**src/rtl/cwp_pkg.sv**
```systemverilog
// Shared types, constants and geometry functions for the clock wipe polygon block.
`timescale 1ns / 1ps
package cwp_pkg;

  localparam int FRAC_BITS = 12;
  localparam int ONE       = 1 << FRAC_BITS;
  localparam int EIGHTH    = ONE / 8;
  localparam int HALF      = ONE / 2;

  localparam int IN_ANG_W  = 14;
  localparam int FILL_W    = 13;
  localparam int REL_W     = 13;
  localparam int SCR_W     = 16;
  localparam int TEX_W     = 13;
  localparam int ANG_W     = 18;
  localparam int SWEEP_W   = IN_ANG_W + 1 + FILL_W + 1;
  localparam int MAX_CORNERS = 8;
  localparam int CNT_W     = 4;

  localparam int PS_W      = SCR_W + 1 + REL_W + 1;
  localparam int PT_W      = TEX_W + 1 + REL_W + 1;

  localparam int S_DATA_W  = 48;
  localparam int M_DATA_W  = 88;
  localparam int CFG_IDX_W = 3;
  localparam int CFG_DAT_W = 16;

  localparam int Q_DEPTH   = 4;
  localparam int Q_PTR_W   = $clog2(Q_DEPTH);

  localparam logic [CFG_IDX_W-1:0] REG_RECT_LEFT   = 3'd0;
  localparam logic [CFG_IDX_W-1:0] REG_RECT_TOP    = 3'd1;
  localparam logic [CFG_IDX_W-1:0] REG_RECT_RIGHT  = 3'd2;
  localparam logic [CFG_IDX_W-1:0] REG_RECT_BOTTOM = 3'd3;
  localparam logic [CFG_IDX_W-1:0] REG_TEX_LEFT    = 3'd4;
  localparam logic [CFG_IDX_W-1:0] REG_TEX_TOP     = 3'd5;
  localparam logic [CFG_IDX_W-1:0] REG_TEX_RIGHT   = 3'd6;
  localparam logic [CFG_IDX_W-1:0] REG_TEX_BOTTOM  = 3'd7;

  typedef logic signed [ANG_W-1:0] angle_t;

  typedef enum logic [1:0] {
    FR_IDLE,
    FR_SWEEP,
    FR_BEGIN,
    FR_CORNER
  } fr_state_t;

  typedef struct packed {
    angle_t angle;
    logic   center;
    logic   last;
  } vtx_cmd_t;

  typedef struct packed {
    logic [REL_W-1:0] x;
    logic [REL_W-1:0] y;
  } rel_pt_t;

  typedef struct packed {
    logic signed [SCR_W-1:0] rect_left;
    logic signed [SCR_W-1:0] rect_top;
    logic signed [SCR_W-1:0] rect_right;
    logic signed [SCR_W-1:0] rect_bottom;
    logic [TEX_W-1:0]        tex_left;
    logic [TEX_W-1:0]        tex_top;
    logic [TEX_W-1:0]        tex_right;
    logic [TEX_W-1:0]        tex_bottom;
  } cwp_cfg_t;

  function automatic angle_t next_corner(angle_t a);
    angle_t c;
    angle_t r;
    r = a + angle_t'(2 * EIGHTH);
    for (int k = MAX_CORNERS - 1; k >= 0; k--) begin
      c = angle_t'((2 * k - 7) * EIGHTH);
      if (a < c) r = c;
    end
    return r;
  endfunction

  function automatic angle_t prev_corner(angle_t a);
    angle_t c;
    angle_t r;
    r = a - angle_t'(2 * EIGHTH);
    for (int k = 0; k < MAX_CORNERS; k++) begin
      c = angle_t'((2 * k - 7) * EIGHTH);
      if (a > c) r = c;
    end
    return r;
  endfunction

  function automatic rel_pt_t perimeter(angle_t a);
    logic signed [ANG_W+1:0] a4;
    logic signed [ANG_W+1:0] x;
    logic signed [ANG_W+1:0] y;
    rel_pt_t p;
    a4 = (ANG_W+2)'(a) <<< 2;
    x  = (ANG_W+2)'(HALF);
    y  = '0;
    if (a < -ONE) begin
      x = (ANG_W+2)'(HALF);
      y = '0;
    end else if (a <= -7 * EIGHTH) begin
      x = a4 + (ANG_W+2)'(9 * HALF);
      y = '0;
    end else if (a <= -5 * EIGHTH) begin
      x = (ANG_W+2)'(ONE);
      y = a4 + (ANG_W+2)'(7 * HALF);
    end else if (a <= -3 * EIGHTH) begin
      x = (ANG_W+2)'(-3 * HALF) - a4;
      y = (ANG_W+2)'(ONE);
    end else if (a <= -EIGHTH) begin
      x = '0;
      y = (ANG_W+2)'(-HALF) - a4;
    end else if (a <= EIGHTH) begin
      x = (ANG_W+2)'(HALF) + a4;
      y = '0;
    end else if (a <= 3 * EIGHTH) begin
      x = (ANG_W+2)'(ONE);
      y = a4 - (ANG_W+2)'(HALF);
    end else if (a <= 5 * EIGHTH) begin
      x = (ANG_W+2)'(5 * HALF) - a4;
      y = (ANG_W+2)'(ONE);
    end else if (a <= 7 * EIGHTH) begin
      x = '0;
      y = (ANG_W+2)'(7 * HALF) - a4;
    end else if (a <= ONE) begin
      x = a4 - (ANG_W+2)'(7 * HALF);
      y = '0;
    end
    p.x = x[REL_W-1:0];
    p.y = y[REL_W-1:0];
    return p;
  endfunction

endpackage

```
**src/rtl/clock_wipe_polygon.sv**
```systemverilog
// Top level of the square clock wipe triangle fan generator.
//
//   port group   dir   beat contents (low bit first)
//   s_*          in    begin_angle[13:0], end_angle[27:14], fill_factor[40:28]
//   m_*          out   rel_x, rel_y, screen_x, screen_y, tex_u, tex_v; tlast = last_vertex
//   cfg_*        in    register write, index 0..7, data 16 bits
//
// A request passes the corner walker's sweep, begin and corner states and yields at most 8 corners;
// the walker takes no new request until it is back in idle, and it is the rate limit.
// Vertices leave the three-stage output pipeline one per cycle while the output is not stalled.
// A four-entry command queue lets the walker run ahead while the output is stalled.
// Synchronous reset zeroes the config, idles the walker and empties the queue and pipeline.
`timescale 1ns / 1ps
module clock_wipe_polygon (
  input  logic                          clk,
  input  logic                          rst,
  input  logic                          s_tvalid,
  output logic                          s_tready,
  input  logic [cwp_pkg::S_DATA_W-1:0]  s_tdata,   // begin_angle, end_angle, fill_factor
  output logic                          m_tvalid,
  input  logic                          m_tready,
  output logic [cwp_pkg::M_DATA_W-1:0]  m_tdata,   // rel_x, rel_y, screen_x, screen_y, tex_u, tex_v
  output logic                          m_tlast,
  input  logic                          cfg_we,
  input  logic [cwp_pkg::CFG_IDX_W-1:0] cfg_addr,
  input  logic [cwp_pkg::CFG_DAT_W-1:0] cfg_wdata
);

  cwp_pkg::cwp_cfg_t cfg;
  logic              push;
  cwp_pkg::vtx_cmd_t push_data;
  logic              full;
  logic              pop;
  cwp_pkg::vtx_cmd_t pop_data;
  logic              empty;

  always_ff @(posedge clk) begin
    if (rst) begin
      cfg <= '0;
    end else if (cfg_we) begin
      case (cfg_addr)
        cwp_pkg::REG_RECT_LEFT:   cfg.rect_left   <= cfg_wdata;
        cwp_pkg::REG_RECT_TOP:    cfg.rect_top    <= cfg_wdata;
        cwp_pkg::REG_RECT_RIGHT:  cfg.rect_right  <= cfg_wdata;
        cwp_pkg::REG_RECT_BOTTOM: cfg.rect_bottom <= cfg_wdata;
        cwp_pkg::REG_TEX_LEFT:    cfg.tex_left    <= cfg_wdata[cwp_pkg::TEX_W-1:0];
        cwp_pkg::REG_TEX_TOP:     cfg.tex_top     <= cfg_wdata[cwp_pkg::TEX_W-1:0];
        cwp_pkg::REG_TEX_RIGHT:   cfg.tex_right   <= cfg_wdata[cwp_pkg::TEX_W-1:0];
        cwp_pkg::REG_TEX_BOTTOM:  cfg.tex_bottom  <= cfg_wdata[cwp_pkg::TEX_W-1:0];
        default:                  cfg <= cfg;
      endcase
    end
  end

  cwp_front u_front (
    .clk       (clk),
    .rst       (rst),
    .s_tvalid  (s_tvalid),
    .s_tready  (s_tready),
    .s_tdata   (s_tdata),
    .push      (push),
    .push_data (push_data),
    .full      (full)
  );

  cwp_queue u_queue (
    .clk       (clk),
    .rst       (rst),
    .push      (push),
    .push_data (push_data),
    .full      (full),
    .pop       (pop),
    .pop_data  (pop_data),
    .empty     (empty)
  );

  cwp_back u_back (
    .clk      (clk),
    .rst      (rst),
    .cfg      (cfg),
    .empty    (empty),
    .pop_data (pop_data),
    .pop      (pop),
    .m_tvalid (m_tvalid),
    .m_tready (m_tready),
    .m_tdata  (m_tdata),
    .m_tlast  (m_tlast)
  );

endmodule

```
**src/rtl/cwp_front.sv**
```systemverilog
// Front end: accepts requests, computes the swept end angle and walks the corners.
`timescale 1ns / 1ps
module cwp_front (
  input  logic                          clk,
  input  logic                          rst,
  input  logic                          s_tvalid,
  output logic                          s_tready,
  input  logic [cwp_pkg::S_DATA_W-1:0]  s_tdata,
  output logic                          push,
  output cwp_pkg::vtx_cmd_t             push_data,
  input  logic                          full
);

  cwp_pkg::fr_state_t state;
  cwp_pkg::fr_state_t state_next;

  cwp_pkg::angle_t b;
  cwp_pkg::angle_t ea;
  cwp_pkg::angle_t cur;
  cwp_pkg::angle_t cand;
  logic signed [cwp_pkg::SWEEP_W-1:0] prod;
  logic signed [cwp_pkg::IN_ANG_W:0]  diff;
  logic        fwd;
  logic        bwd;
  logic [cwp_pkg::CNT_W-1:0] cnt;
  logic        cont;
  logic        accept;

  assign diff = (cwp_pkg::IN_ANG_W+1)'($signed(s_tdata[2*cwp_pkg::IN_ANG_W-1:cwp_pkg::IN_ANG_W]))
              - (cwp_pkg::IN_ANG_W+1)'($signed(s_tdata[cwp_pkg::IN_ANG_W-1:0]));
  assign accept = s_tvalid && s_tready;

  assign cand = fwd ? cwp_pkg::next_corner(cur) : cwp_pkg::prev_corner(cur);
  assign cont = ((fwd && (cand < ea)) || (bwd && (cand > ea)))
             && (cnt < cwp_pkg::CNT_W'(cwp_pkg::MAX_CORNERS));

  always_comb begin
    state_next = state;
    case (state)
      cwp_pkg::FR_IDLE:   if (s_tvalid) state_next = cwp_pkg::FR_SWEEP;
      cwp_pkg::FR_SWEEP:  if (!full) state_next = cwp_pkg::FR_BEGIN;
      cwp_pkg::FR_BEGIN:  if (!full) state_next = cwp_pkg::FR_CORNER;
      cwp_pkg::FR_CORNER: if (!full && !cont) state_next = cwp_pkg::FR_IDLE;
      default:            state_next = cwp_pkg::FR_IDLE;
    endcase
  end

  always_comb begin
    s_tready  = 1'b0;
    push      = 1'b0;
    push_data = '0;
    case (state)
      cwp_pkg::FR_IDLE: begin
        s_tready = 1'b1;
      end
      cwp_pkg::FR_SWEEP: begin
        push             = !full;
        push_data.center = 1'b1;
      end
      cwp_pkg::FR_BEGIN: begin
        push            = !full;
        push_data.angle = b;
      end
      cwp_pkg::FR_CORNER: begin
        push            = !full;
        push_data.angle = cont ? cand : ea;
        push_data.last  = !cont;
      end
      default: begin
        s_tready = 1'b0;
      end
    endcase
  end

  always_ff @(posedge clk) begin
    if (rst) begin
      state <= cwp_pkg::FR_IDLE;
    end else begin
      state <= state_next;
    end
  end

  always_ff @(posedge clk) begin
    if (accept) begin
      b    <= cwp_pkg::ANG_W'($signed(s_tdata[cwp_pkg::IN_ANG_W-1:0]));
      prod <= cwp_pkg::SWEEP_W'(diff)
            * $signed({1'b0, s_tdata[2*cwp_pkg::IN_ANG_W+cwp_pkg::FILL_W-1:2*cwp_pkg::IN_ANG_W]});
    end
    if (state == cwp_pkg::FR_SWEEP) begin
      ea <= b + cwp_pkg::ANG_W'(prod >>> cwp_pkg::FRAC_BITS);
    end
    if (state == cwp_pkg::FR_BEGIN && !full) begin
      fwd <= b < ea;
      bwd <= b > ea;
      cur <= b;
      cnt <= '0;
    end
    if (state == cwp_pkg::FR_CORNER && !full && cont) begin
      cur <= cand;
      cnt <= cnt + 1'b1;
    end
  end

endmodule

```
**src/rtl/cwp_queue.sv**
```systemverilog
// Short command queue between the corner walker and the vertex pipeline.
`timescale 1ns / 1ps
module cwp_queue (
  input  logic              clk,
  input  logic              rst,
  input  logic              push,
  input  cwp_pkg::vtx_cmd_t push_data,
  output logic              full,
  input  logic              pop,
  output cwp_pkg::vtx_cmd_t pop_data,
  output logic              empty
);

  cwp_pkg::vtx_cmd_t entries [cwp_pkg::Q_DEPTH];
  logic [cwp_pkg::Q_PTR_W-1:0] wr_ptr;
  logic [cwp_pkg::Q_PTR_W-1:0] rd_ptr;
  logic [cwp_pkg::Q_PTR_W:0]   count;

  assign full     = count == (cwp_pkg::Q_PTR_W+1)'(cwp_pkg::Q_DEPTH);
  assign empty    = count == '0;
  assign pop_data = entries[rd_ptr];

  always_ff @(posedge clk) begin
    if (rst) begin
      wr_ptr <= '0;
      rd_ptr <= '0;
      count  <= '0;
    end else begin
      if (push) wr_ptr <= wr_ptr + 1'b1;
      if (pop)  rd_ptr <= rd_ptr + 1'b1;
      case ({push, pop})
        2'b10:   count <= count + 1'b1;
        2'b01:   count <= count - 1'b1;
        default: count <= count;
      endcase
    end
  end

  always_ff @(posedge clk) begin
    if (push) entries[wr_ptr] <= push_data;
  end

endmodule

```
**src/rtl/cwp_back.sv**
```systemverilog
// Back end: maps angles to square points and interpolates into screen and texture space.
`timescale 1ns / 1ps
module cwp_back (
  input  logic                          clk,
  input  logic                          rst,
  input  cwp_pkg::cwp_cfg_t             cfg,
  input  logic                          empty,
  input  cwp_pkg::vtx_cmd_t             pop_data,
  output logic                          pop,
  output logic                          m_tvalid,
  input  logic                          m_tready,
  output logic [cwp_pkg::M_DATA_W-1:0]  m_tdata,
  output logic                          m_tlast
);

  logic adv;
  cwp_pkg::rel_pt_t pt;

  logic                         v1;
  logic                         last1;
  logic [cwp_pkg::REL_W-1:0]    x1;
  logic [cwp_pkg::REL_W-1:0]    y1;

  logic                         v2;
  logic                         last2;
  logic [cwp_pkg::REL_W-1:0]    x2;
  logic [cwp_pkg::REL_W-1:0]    y2;
  logic signed [cwp_pkg::PS_W-1:0] px;
  logic signed [cwp_pkg::PS_W-1:0] py;
  logic signed [cwp_pkg::PT_W-1:0] pu;
  logic signed [cwp_pkg::PT_W-1:0] pv;

  logic signed [cwp_pkg::SCR_W:0] dx;
  logic signed [cwp_pkg::SCR_W:0] dy;
  logic signed [cwp_pkg::TEX_W:0] du;
  logic signed [cwp_pkg::TEX_W:0] dv;

  logic [cwp_pkg::SCR_W-1:0] scr_x;
  logic [cwp_pkg::SCR_W-1:0] scr_y;
  logic [cwp_pkg::TEX_W-1:0] tu;
  logic [cwp_pkg::TEX_W-1:0] tv;

  assign adv = !m_tvalid || m_tready;
  assign pop = adv && !empty;
  assign pt  = cwp_pkg::perimeter(pop_data.angle);

  assign dx = (cwp_pkg::SCR_W+1)'(cfg.rect_right)  - (cwp_pkg::SCR_W+1)'(cfg.rect_left);
  assign dy = (cwp_pkg::SCR_W+1)'(cfg.rect_bottom) - (cwp_pkg::SCR_W+1)'(cfg.rect_top);
  assign du = $signed({1'b0, cfg.tex_right})  - $signed({1'b0, cfg.tex_left});
  assign dv = $signed({1'b0, cfg.tex_bottom}) - $signed({1'b0, cfg.tex_top});

  assign scr_x = cfg.rect_left + cwp_pkg::SCR_W'(px >>> cwp_pkg::FRAC_BITS);
  assign scr_y = cfg.rect_top  + cwp_pkg::SCR_W'(py >>> cwp_pkg::FRAC_BITS);
  assign tu    = cfg.tex_left  + cwp_pkg::TEX_W'(pu >>> cwp_pkg::FRAC_BITS);
  assign tv    = cfg.tex_top   + cwp_pkg::TEX_W'(pv >>> cwp_pkg::FRAC_BITS);

  always_ff @(posedge clk) begin
    if (rst) begin
      v1       <= 1'b0;
      v2       <= 1'b0;
      m_tvalid <= 1'b0;
    end else if (adv) begin
      v1       <= pop;
      v2       <= v1;
      m_tvalid <= v2;
    end
  end

  always_ff @(posedge clk) begin
    if (adv) begin
      last1 <= pop_data.last;
      if (pop_data.center) begin
        x1 <= cwp_pkg::REL_W'(cwp_pkg::HALF);
        y1 <= cwp_pkg::REL_W'(cwp_pkg::HALF);
      end else begin
        x1 <= pt.x;
        y1 <= pt.y;
      end

      last2 <= last1;
      x2    <= x1;
      y2    <= y1;
      px    <= cwp_pkg::PS_W'(dx) * $signed({1'b0, x1});
      py    <= cwp_pkg::PS_W'(dy) * $signed({1'b0, y1});
      pu    <= cwp_pkg::PT_W'(du) * $signed({1'b0, x1});
      pv    <= cwp_pkg::PT_W'(dv) * $signed({1'b0, y1});

      m_tlast <= last2;
      m_tdata <= {4'b0, tv, tu, scr_y, scr_x, y2, x2};
    end
  end

endmodule
```
**config.mk**
```make
export PLATFORM = sky130hd
export DESIGN_NAME = clock_wipe_polygon
export DESIGN_NICKNAME = d
export VERILOG_FILES = /design/src/rtl/cwp_pkg.sv /design/src/rtl/clock_wipe_polygon.sv /design/src/rtl/cwp_front.sv /design/src/rtl/cwp_queue.sv /design/src/rtl/cwp_back.sv
export SDC_FILE = /design/constraint.sdc
export NUM_CORES = 2
export LEC_CHECK = 0
export BUFFER_PORTS_ARGS = -buffer_cell sky130_fd_sc_hd__buf_2
export CAP_MARGIN = 5
export CORE_ASPECT_RATIO = 0.5
export CORE_MARGIN = 4
export CORE_UTILIZATION = 57
export CTS_BUF_LIST = sky130_fd_sc_hd__clkbuf_8 sky130_fd_sc_hd__clkbuf_16
export CTS_CLUSTER_SIZE = 10
export DETAILED_ROUTE_END_ITERATION = 10
export GPL_TIMING_DRIVEN = 0
export PLACE_DENSITY = 0.74
export SLEW_MARGIN = 40
export SYNTH_ARGS = -nofsm -noshare
export SYNTH_HDL_FRONTEND = slang
export SYNTH_SLANG_ARGS = --single-unit
```
**constraint.sdc**
```tcl
create_clock -name clk -period 13.25 [get_ports clk]
set_input_delay 3.3125 -clock clk [delete_from_list [all_inputs] [get_ports clk]]
set_output_delay 3.3125 -clock clk [all_outputs]
set_load 0.01 [all_outputs]
```
# Word-level counts from Yosys, hierarchy flattened
# Memories as Yosys holds them, arrays and structs flattened. A register that Yosys moved wholly into a read port is not among the register bits.
# Index checks and enable logic that the tools add are counted.
# W data, S select, Z words.
# totals
regBits	458
latchBits	0
ram_bits	80
rom_bits	0
in_bits	72
output_inout_bits	91
elab_cells	202
mem_count	1
# classes
add_sub_neg	26
multipliers	5
div_mod_pow	0
order_cmp	31
eq_ne	17
shifts	0
muxes	55
n_bitwise	0
reduce_logical	32
# mem_list
memory	depth	word_bits	read_ports	rd_ports_with_merged_regs	wr	line	text
u_queue.entries	4	20	1	1	1	cwp_queue.sv:14	cwp_pkg::vtx_cmd_t entries [cwp_pkg::Q_DEPTH];
# ops
cell	count
$mux W18	20
$mux W13	16
$lt A18 B13 Y1 const B	5
$gt A18 B13 Y1 const B	4
$le A18 B13 Y1 const B	4
$mul A17 B14 Y28	2
$mul A14 B14 Y25	2
$gt A18 B12 Y1 const B	2
$le A18 B12 Y1 const B	2
$lt A18 B12 Y1 const B	2
$pmux W18 S2	1
$sub A16 B16 Y17	2
$add A16 B16 Y16	2
$mul A15 B14 Y29	1
$sub A13 B13 Y14	2
$add A13 B13 Y13	2
$sub A12 B13 Y13 const A	2
$sub A13 B13 Y13 const A	2
$mux W12	2
$add A14 B17 Y18	1
$add A18 B12 Y18 const B	1
$gt A14 B18 Y1	1
$gt A18 B10 Y1 const B	1
$gt A18 B11 Y1 const B	1
other kinds (42)	86

# Logic depth before layout (Yosys ltp)
# logic_depth
depth_word	18
mapped_depth	35
depth_no_buf	34

# Modules after synthesis
# A second synthesis with hierarchy kept.
# hier_totals
cells_unflattened	5746
hier_area_um2	56808.2
# modules_own_cells
mod	n_inst	cells_each	area_each_um2	seq_area_each_um2
cwp_back	1	3747	35512.8	5615.4
cwp_front	1	1432	13382.8	2232.1
clock_wipe_polygon	1	416	4593.2	2322.2
cwp_queue	1	151	3319.4	2582.5

# Worst setup path after synthesis
# Ideal clock, no wire load.
# synth_timing
path_kind	input port to flip-flop
from	input s_tdata[1] in the netlist's numbering
to	register u_front.prod[28] in the netlist's numbering, data pin
setup_ns	0.261
arrival_time_ns	11.225
t_required_ns	12.989
slack_ns	1.764
path_stages	33
path_buffers	1
cell_sequence	inv_1 ha_1 nor2b_1 o21ai_0 a21boi_1 o21a_1 o21ai_1 a21oi_1 o31ai_1 or4b_1 o311ai_0 clkbuf_1 nand2_1 fa_1 inv_1 fa_1 fa_1 fa_1 fa_1 inv_1 fa_1 inv_1 ha_1 and3_1 a221o_1 a31o_1 a31oi_1 o31ai_1 and4_1 a2111oi_0 nor2b_1 nor2_1 xnor2_1
# synth_between
elab_chain_cells	2
# synth_rtl
item	line	text
from (decl)	clock_wipe_polygon.sv:19	input logic [cwp_pkg::S_DATA_W-1:0] s_tdata,
$sub A14 B14 Y15	cwp_front.sv:30	- (cwp_pkg::IN_ANG_W+1)'($signed(s_tdata[cwp_pkg::IN_ANG_W-1:0]));
$mul A15 B14 Y29	cwp_front.sv:87	* $signed({1'b0, s_tdata[2*cwp_pkg::IN_ANG_W+cwp_pkg::FILL_W-1:2*cwp_pkg::IN_ANG_W]});
to (signal assigned)	cwp_front.sv:86	prod <= cwp_pkg::SWEEP_W'(diff)
to (decl)	cwp_front.sv:21	logic signed [cwp_pkg::SWEEP_W-1:0] prod;
# Every way passes these cells.
# A chain may end at the register's enable or synchronous reset.

# Worst setup path in the final report
# Ends and elaborated chain as after synthesis.

==> out/qor.json <==
{
  "detailed_routing": {
    "postRouteWirelength_um": 138000,
    "drc": 0,
    "routedWlPerCell_um": 18.7,
    "routed-via-count": 40900,
    "drt_iter0_markers": 3078,
    "first_pass_iters": 6,
    "vias_cell": 5.53,
    "ant_nets": 0
  },
  "timing": {
    "hold_violations": 0,
    "max_freq_mhz": 82.3,
    "finalCriticalPeriod_ps": 12140,
    "setup_repair_after_global_routing_missed_its_margin": "false",
    "skew_ps": 36.6,
    "hold-worst-slack_ps": 418,
    "max-slew-margin-rel": 0.422,
    "timing_worst_slew_pin_value_ps": 867,
    "timing.final.max_slew_violations": 0,
    "post-route-period-util": 0.917,
    "final-setup-viol-count": 0,
    "summed_negative_setup_slack_over_all_endpoints_ps": 0
  },
  "grt": {
    "grt.met2_usage": 0.460,
    "grt.met3_usage": 0.0339,
    "grt_max_degree": 76,
    "wire_length_of_the_first_global_routing_pass_um": 225000,
    "use_met1": 0.364,
    "grt.total_usage": 0.272,
    "grt_antenna_before_repair": 9,
    "grt.busiest_layer": "met2",
    "overflow": 0,
    "grt_pass1_vias": 42700
  },
  "pwr": {
    "power.share.sequential": 0.182,
    "net-switching-power_mw": 7.31,
    "internal_power_mw": 7.99,
    "pwr-share-clk": 0.093,
    "p_comb_frac": 0.725,
    "power_density_nw_per_um2": 255,
    "swShare": 0.478,
    "max-vdd-ir-drop_v": 0.000821,
    "power.static_leakage_nw": 28.3
  },
  "clock_network": {
    "clock_tree_from_tritoncts": "built",
    "clk_latency_worst_skew_pair_ps": 660,
    "cts.repair_timing.setup_buffer_count": 0,
    "clock_tree.buffer_depth": 3,
    "post_cts.resized_instances": 0,
    "holdBufCountCts": 0,
    "cts_root_buf": "clkbuf_16",
    "clock_tree.htree_level_count": 2,
    "clk_pin_slew_ps": 60,
    "cts_sinks": 468,
    "numCtsBuffers": 55
  },
  "floorplan": {
    "initial_core_util": 0.580,
    "fp.dieH_um": 229,
    "row_count": 80,
    "io_pins": 163,
    "die_width_um": 450,
    "die_area_sq_um": 103000,
    "core_sq_um": 96200
  },
  "finish": {
    "layout.area.seq_sq_um": 12800,
    "combined_area_of_the_multi_input_logic_cells_sq_um": 38100,
    "final.fill_count": 7899,
    "final_core_util": 0.623,
    "share_of_cells_above_drive_strength_1": 0.0520,
    "synth_to_final_area_change_pct": 7.45,
    "nNetsFinal": 7459,
    "final-instance-count-excl-fill": 7394
  },
  "logic_synthesis": {
    "ys.flop_type": "edfxtp_1",
    "synth-seq-area-share": 0.229,
    "synth_area_sq_um": 55800,
    "synth_enable_flop_cells": 338,
    "synth-seq-cells": 468,
    "synth.lib_cells_used.distinct": 86,
    "synth_top_area_cell": "fa_1",
    "synth.top_cells.by_area": "fa_1, edfxtp_1, ha_1",
    "async_reset_ff_frac": 0,
    "yosys_warnings": 0,
    "synth_top_cell_area_share": 0.274,
    "synthesized_instance_count": 5835,
    "syn-mean-instance-area_sq_um": 9.56
  },
  "placement": {
    "io_buffer_count": 132,
    "dp_hpwl_um": 112000,
    "dpl.cell_count": 7288,
    "place_congestion": 0.922
  },
  "setup_path": {
    "critical_setup_path_kind": "input port to register",
    "timing.critical_path.required_ps": 13690,
    "cp-end-kind": "register",
    "timing.critical_path.max_delay_family": "adder cells",
    "path_max_fanout": 10,
    "regToRegSetupSlack_ps": 3960,
    "timing.reg2reg.worst_path_depth": 30,
    "worst-path-stages": 34,
    "cp.arrival_ps": 12580,
    "crit_top_cell": "fa_1",
    "slowest_stage": "fa_1",
    "worst_setup_path_start_kind": "input port",
    "critical-path-max-stage-delay_ps": 580,
    "cp.buffers_inverters": 6
  },
  "run": {
    "maximum_capacitance_violations": 0
  },
  "worst_hold_path": {
    "min-delay-path-class": "register to register",
    "number_of_instances_on_the_worst_hold_path": 0
  },
  "status": {
    "run_status": "completed"
  }
}
Yosys cell counts (7+ instances only):
cell / count
a31oi_1: 16
nand3_1: 44
a21o_1: 33
fa_1: 763
xnor2_1: 189
o41ai_1: 8
and2_1: 352
mux4_2: 16
a21oi_1: 274
a2111oi_0: 8
nor4_1: 14
ha_1: 591
o21ai_1: 14
a21boi_0: 20
edfxtp_1: 338
o21ai_0: 113
xor2_1: 58
nand2_1: 814
clkbuf_2: 13
nand4_1: 9
nand2b_1: 43
o31ai_1: 19
o211ai_1: 9
o31a_1: 7
o21bai_1: 8
clkbuf_1: 195
nor2_1: 213
a211oi_1: 16
inv_1: 1079
mux2_2: 20
mux2i_1: 24
and3_1: 30
or3_1: 31
nor3_1: 78
dfxtp_1: 130
or2_2: 10
buf_4: 9
o21a_1: 34
nor2b_1: 86
layout by cell type, fill, tap and decap left out, types with 24 or more instances in the layout:
master | synthesis | layout
o21a_1 | 34 | 34
nand2_1 | 814 | 813
o21ai_0 | 113 | 112
nor3_1 | 78 | 78
fa_1 | 763 | 763
clkbuf_16 | 0 | 56
and2_1 | 352 | 347
inv_1 | 1079 | 1113
a21o_1 | 33 | 33
xnor2_1 | 189 | 189
nand3_1 | 44 | 44
nor2_1 | 213 | 213
clkbuf_1 | 195 | 191
a21oi_1 | 274 | 272
mux2i_1 | 24 | 24
or3_1 | 31 | 31
and3_1 | 30 | 30
dfxtp_1 | 130 | 130
nor2b_1 | 86 | 86
buf_2 | 5 | 137
ha_1 | 591 | 590
edfxtp_1 | 338 | 338
xor2_1 | 58 | 58
nand2b_1 | 43 | 43
layer usage:
layer	up-vias	share of wire	routed length, um
met5	-	0.00020	27
met3	271	0.062	8570
met4	4	0.037	5100
met1	20500	0.42	58000
li1	18900	-	-
met2	1253	0.48	66700
layout make-up:
| type | instances | area share |
|---|---|---|
| flip-flops and latches | 468 | 0.213 |
| inverters | 1079 | 0.0677 |
| plain buffers | 226 | 0.0156 |
| clock inverters | 44 | 0.00447 |
| well taps | 1312 | 0.0274 |
| multi-input cells | 4069 | 0.636 |
| repair buffers | 134 | 0.0119 |
| clock buffers | 58 | 0.0238 |
| diodes | 4 | 0.000167 |
registers in the layout, indices dropped and copies added (netlist names), 14 cells and up, named ones only:
| signal | cells |
|---|---|
| cfg | 116 |
| u_back.m_tdata | 80 |
| u_back.px | 16 |
| u_back.py | 16 |
| u_front.b | 14 |
| u_front.cur | 18 |
| u_front.ea | 18 |
| u_front.prod | 17 |
| u_queue.entries | 80 |
per-stage QoR:
step	total power, mW	area [sq um]	setup WS, ps
6_report	15.3	59900	1110
5_1_grt	16.9	59900	528
4_1_cts	15.4	59900	1030
3_5_place_dp	13.9	58200	348
3_3_place_gp	13.5	58100	422
2_1_floorplan	11.0	55800	1760
path summary, 6_finish.rpt:
check / from / end
max: s_tdata[1] / u_front.prod[28]
min: u_back.y2[8] / u_back.m_tdata[21]
max reg2reg: cfg[85] / u_back.py[27]
min reg2reg: u_back.y2[8] / u_back.m_tdata[21]
power groups by stage:
stage                     clock network, mW  logic [mW]  registers [mW]
after floorplan                           0        8.22            2.75
after global placement                    0        10.7            2.80
after detailed placement                  0        11.1            2.81
after CTS                              1.45        11.2            2.78
after global routing                   1.52        12.6            2.81
final                                  1.43        11.1            2.78
cells by family after synthesis:
logic type | after synthesis | share of synthesized area
XOR/XNOR | 248 | 0.0392
AND/OR/NAND/NOR | 1764 | 0.151
buffers and inverters | 1305 | 0.0893
AO/OA/AOI/OAI | 631 | 0.0685
other | 1 | 0.0000672
flip-flops | 468 | 0.229
multiplexers | 64 | 0.0167
adder cells (fa/ha/maj) | 1354 | 0.407
Note: power is estimated with default switching activity, not from simulation.
